`src/hdl/hkvt_pkg.sv`:
```
// ----------------------------------------------------------------------------
// hkvt_pkg
// Shared types and constants for the hashed key-value table.
// ----------------------------------------------------------------------------
package hkvt_pkg;

    localparam int NUM_BUCKETS_DEF = 1024;
    localparam int WAYS_DEF        = 4;

    localparam int KEY_W  = 32;
    localparam int VAL_W  = 32;
    localparam int MODE_W = 2;

    // Multiplicative hash, product wrapped to the key width
    localparam logic [KEY_W-1:0] HASH_MULT  = 32'd1009;
    localparam logic [VAL_W-1:0] MISS_VALUE = 32'hFFFF_FFFF;

    // Request codes
    localparam logic [MODE_W-1:0] MODE_PUT    = 2'd0;
    localparam logic [MODE_W-1:0] MODE_GET    = 2'd1;
    localparam logic [MODE_W-1:0] MODE_REMOVE = 2'd2;

    typedef struct packed {
        logic [MODE_W-1:0]       mode;
        logic signed [KEY_W-1:0] key;
        logic signed [VAL_W-1:0] value;
    } t_req;

    typedef struct packed {
        logic                    found;
        logic signed [VAL_W-1:0] read_value;
        logic                    bucket_full;
    } t_rsp;

    // Controller to datapath
    typedef struct packed {
        logic load;      // capture request, start hash
        logic rd_en;     // read bucket row
        logic wb;        // write back updated row
        logic out_load;  // load response register
        logic clr_step;  // clear one valid row
    } t_cmd;

    // Datapath to controller
    typedef struct packed {
        logic clr_last;
        logic hash_done;
    } t_sts;

endpackage

```
`src/hdl/hkvt_ctrl.sv`:
```
// ----------------------------------------------------------------------------
// hkvt_ctrl
// Controller: clear sweep, request sequencing and response valid.
// ----------------------------------------------------------------------------
module hkvt_ctrl (
    input  logic            i_clk,
    input  logic            i_rst_n,
    input  logic            i_req_valid,
    output logic            o_req_ready,
    output logic            o_rsp_valid,
    input  logic            i_rsp_ready,
    input  hkvt_pkg::t_sts  i_sts,
    output hkvt_pkg::t_cmd  o_cmd
);
    import hkvt_pkg::*;

    typedef enum logic [1:0] {
        S_CLEAR,
        S_IDLE,
        S_HASH,
        S_CMP
    } t_state;

    t_state r_state;
    logic   r_out_valid;
    logic   w_out_free;

    assign w_out_free = !r_out_valid || i_rsp_ready;

    always_comb begin
        o_req_ready    = (r_state == S_IDLE);
        o_cmd.load     = o_req_ready && i_req_valid;
        o_cmd.rd_en    = (r_state == S_HASH) && i_sts.hash_done;
        o_cmd.wb       = (r_state == S_CMP) && w_out_free;
        o_cmd.out_load = o_cmd.wb;
        o_cmd.clr_step = (r_state == S_CLEAR);
    end

    always_ff @(posedge i_clk) begin
        if (!i_rst_n) begin
            r_state     <= S_CLEAR;
            r_out_valid <= 1'b0;
        end else begin
            if (o_cmd.out_load) begin
                r_out_valid <= 1'b1;
            end else if (i_rsp_ready) begin
                r_out_valid <= 1'b0;
            end
            unique case (r_state)
                S_CLEAR: begin
                    if (i_sts.clr_last) begin
                        r_state <= S_IDLE;
                    end
                end
                S_IDLE: begin
                    if (i_req_valid) begin
                        r_state <= S_HASH;
                    end
                end
                S_HASH: begin
                    if (i_sts.hash_done) begin
                        r_state <= S_CMP;
                    end
                end
                S_CMP: begin
                    if (w_out_free) begin
                        r_state <= S_IDLE;
                    end
                end
                default: begin
                    r_state <= S_IDLE;
                end
            endcase
        end
    end

    assign o_rsp_valid = r_out_valid;

endmodule

```
`config.mk`:
```
export PLATFORM = sky130hd
export DESIGN_NAME = hkvt_ctrl
export DESIGN_NICKNAME = d
export VERILOG_FILES = /design/src/hdl/hkvt_pkg.sv /design/src/hdl/hkvt_ctrl.sv
export SDC_FILE = /design/constraint.sdc
export NUM_CORES = 1
export LEC_CHECK = 0
export ABC_AREA = 1
export BUFFER_PORTS_ARGS = -buffer_cell sky130_fd_sc_hd__buf_2
export CORE_AREA = 10 10 47 49
export CTS_BUF_LIST = sky130_fd_sc_hd__clkbuf_8
export DETAILED_ROUTE_END_ITERATION = 16
export DIE_AREA = 0 0 57 59
export HOLD_SLACK_MARGIN = 0.15
export PLACE_DENSITY = 0.41
export RECOVER_POWER = 50
export SLEW_MARGIN = 40
export SYNTH_ARGS = -nofsm -noshare
export SYNTH_HDL_FRONTEND = slang
export SYNTH_SLANG_ARGS = --single-unit
```
`constraint.sdc`:
```
create_clock -name i_clk -period 1.2 [get_ports i_clk]
set_clock_uncertainty 0.1 [all_clocks]
set_input_delay 0 -clock i_clk [delete_from_list [all_inputs] [get_ports i_clk]]
set_output_delay 0 -clock i_clk [all_outputs]
set_load 0.005 [all_outputs]
```
==> results_dict.tcl <==
set metrics [dict create \
    worst_pin_slew_ns 0.142 \
    critPathSlowestCell "dfxtp_4" \
    avgSynthCellArea_um2 6.83 \
    die_h_um 59 \
    fin_cells 76 \
    cts_tree "done" \
    detail-route-antenna-nets 0 \
    die_width_um 57 \
    worst_slack_ns -0.00556 \
    routed_wl_um 635 \
    grt_pass1_vias 283 \
    synth_largest_area_cell "ha_1" \
    path_clk_slew_ns 0.03 \
    worst_setup_path_end_kind "output port" \
    pre_cts_slack_ns -0.0708 \
    timing.fmax_ghz 0.829 \
    rsz0062_at_grt "yes" \
    pwr_density_cell_nw_per_um2 2050 \
    grt-ovfl-total 0 \
    syn_inst 39 \
    ys.flop_type "dfxtp_1" \
    synth.yosys.warnings 0 \
    row_count 14 \
    via_per_inst 3.66 \
    final-setup-viol-count 2 \
    hold_path_class "input pin to register" \
    antenna_found_initial 0 \
    clk-insertion-delay-late_ns 0.21 \
    status "complete, but fails checks" \
    cp_max_fo 4 \
    ioPinCount 13 \
    place_area_um2 359 \
    portBuffers 12 \
    yosys-top-cells-count "inv_1 (10), nand2_1 (8), ha_1 (5)" \
    path_class "register to output port" \
    syn_nets 50 \
    cts_root_buf "clkbuf_8" \
    grt_max_degree 5 \
    core_um2 1400 \
    layout.nets 72 \
    final-hold-violation-count 0 \
    synth_async_sr_flop_share 0 \
    grt.total_usage 0.0415 \
    gp_congestion 0.736 \
    maxSlewViolCount 0 \
    place_inst 68 \
    cts-buffers-inserted 3 \
    ir_drop_mv 1.07 \
    required_ns 1.10 \
    drc 0 \
    crit_arrival_ns 1.11 \
    drive_gt1_frac 0.583 \
    antenna-diode-count 0 \
    slew_headroom 0.905 \
    hpwl_um 505 \
    period_share 1.00 \
    synth_top_area_share 0.235 \
    yosysUniqueCellTypes 11 \
    worst_setup_path_start_kind "register" \
    cpPeakStageDelay_ns 0.37 \
    start_util 0.190 \
    hold_slack_ns 0.160 \
    seq_area_frac_synth 0.225 \
    p_leak_nw 0.268 \
    violations "negative setup slack" \
    synthMostInstantiatedCell "inv_1" \
    total_power_mw 1.02 \
    cap_violations 0 \
    synth.area.top_cells "ha_1 (23%), dfxtp_1 (23%), inv_1 (14%)" \
    cts_buffer_depth 2 \
    final_area_um2 497 \
    cts_sinks 3 \
    grt_first_pass_wirelength_um 1110 \
    finalCriticalPeriod_ns 1.21 \
    crit_chain "inv_4 > ha_4 > buf_4 > nand2_2 > inv_1 > buf_2" \
    synth_edf_count 0 \
    wl_per_cell_um 8.36 \
    synth_area_um2 267 \
    drt_iter0_markers 0 \
    synthToLayoutAreaGrowth_pct 86.4 \
    synth.ff_latch_count 3 \
    num_vias 278 \
    first_pass_iters 1 \
    dieArea_um2 3360 \
    htreeDepth 1 \
]
[cell families after synthesis]
| logic type | Yosys count | synth area share |
|---|---|---|
| adders and majority gates | 5 | 0.235 |
| and+or+nand+nor | 18 | 0.324 |
| buffers and inverters | 11 | 0.169 |
| DFF | 3 | 0.225 |
| AOI/OAI and AO/OA | 2 | 0.0469 |
[cell usage in the layout (no fill, tap or decap), types with 2 or more instances in the layout]
| master | Yosys | final |
|---|---|---|
| buf_2 | 0 | 11 |
| buf_4 | 1 | 4 |
| clkbuf_8 | 0 | 3 |
| dfxtp_4 | 0 | 2 |
| dlygate4sd3_1 | 0 | 2 |
| ha_4 | 0 | 3 |
| inv_1 | 10 | 9 |
| inv_4 | 0 | 2 |
| nand2_1 | 8 | 5 |
| nand2_2 | 4 | 7 |
| nor2_1 | 4 | 4 |
[sequential cells by signal, indices dropped and copies added (netlist names)]
name,flops
r_state,2
o_rsp_valid,1
[stage by stage]
| step | TNS [ns] | utilization |
|---|---|---|
| floorplan | 0 | - |
| global placement | -0.0999 | 0.256 |
| detailed placement | -0.137 | 0.256 |
| CTS | -0.0000897 | 0.327 |
| global route | -0.255 | 0.354 |
| finish | -0.00755 | 0.354 |
[routing by layer]
metal / wire length [um] / GRT usage
met1: 306 / 0.0404
met2: 260 / 0.0589
met3: 59 / 0.0451
met4: 10 / 0.0101
met5: 0 / 0
[area by class of cell]
type,count,area (um^2)
tap,16,20.0
sequential,3,67.6
inverter,10,42.5
clock buffer,3,41.3
timing repair buffer,18,109
fill,169,905
clock inverter,1,3.75
multi-input combinational,25,213
[worst paths after layout]
path / startpoint / to / slack, ns / cells after the start
max reg2reg: r_state[0] / r_state[0] / 0 / 8
min reg2reg: o_rsp_valid / o_rsp_valid / 0.41 / 2
max: r_state[1] / o_cmd[4] / -0.006 / 6
min: i_sts[1] / r_state[1] / 0.16 / 7
[critical path, delay by kind of cell (launching register included)]
kind | cells | cell delay (ns)
adders and majority gates | 1 | 0.16
DFF | 1 | 0.37
and+or+nand+nor | 1 | 0.04
buffers and inverters | 4 | 0.33
[power by group]
group          internal [mW]  switching, mW  total [mW]
logic                  0.274          0.253       0.528
clock network          0.217         0.0584       0.275
registers              0.151         0.0648       0.216
total                  0.642          0.377        1.02
[what timing repair did]
action / 4_1_cts / 5_1_grt
pin swaps: 2 / 4
setup endpoints to repair: 3 / 4
gates resized for setup: 14 / 2
buffers inserted: 2 / 1
endpoints found under the hold margin: 3 / 3
Power figures use the tool's default switching activity.
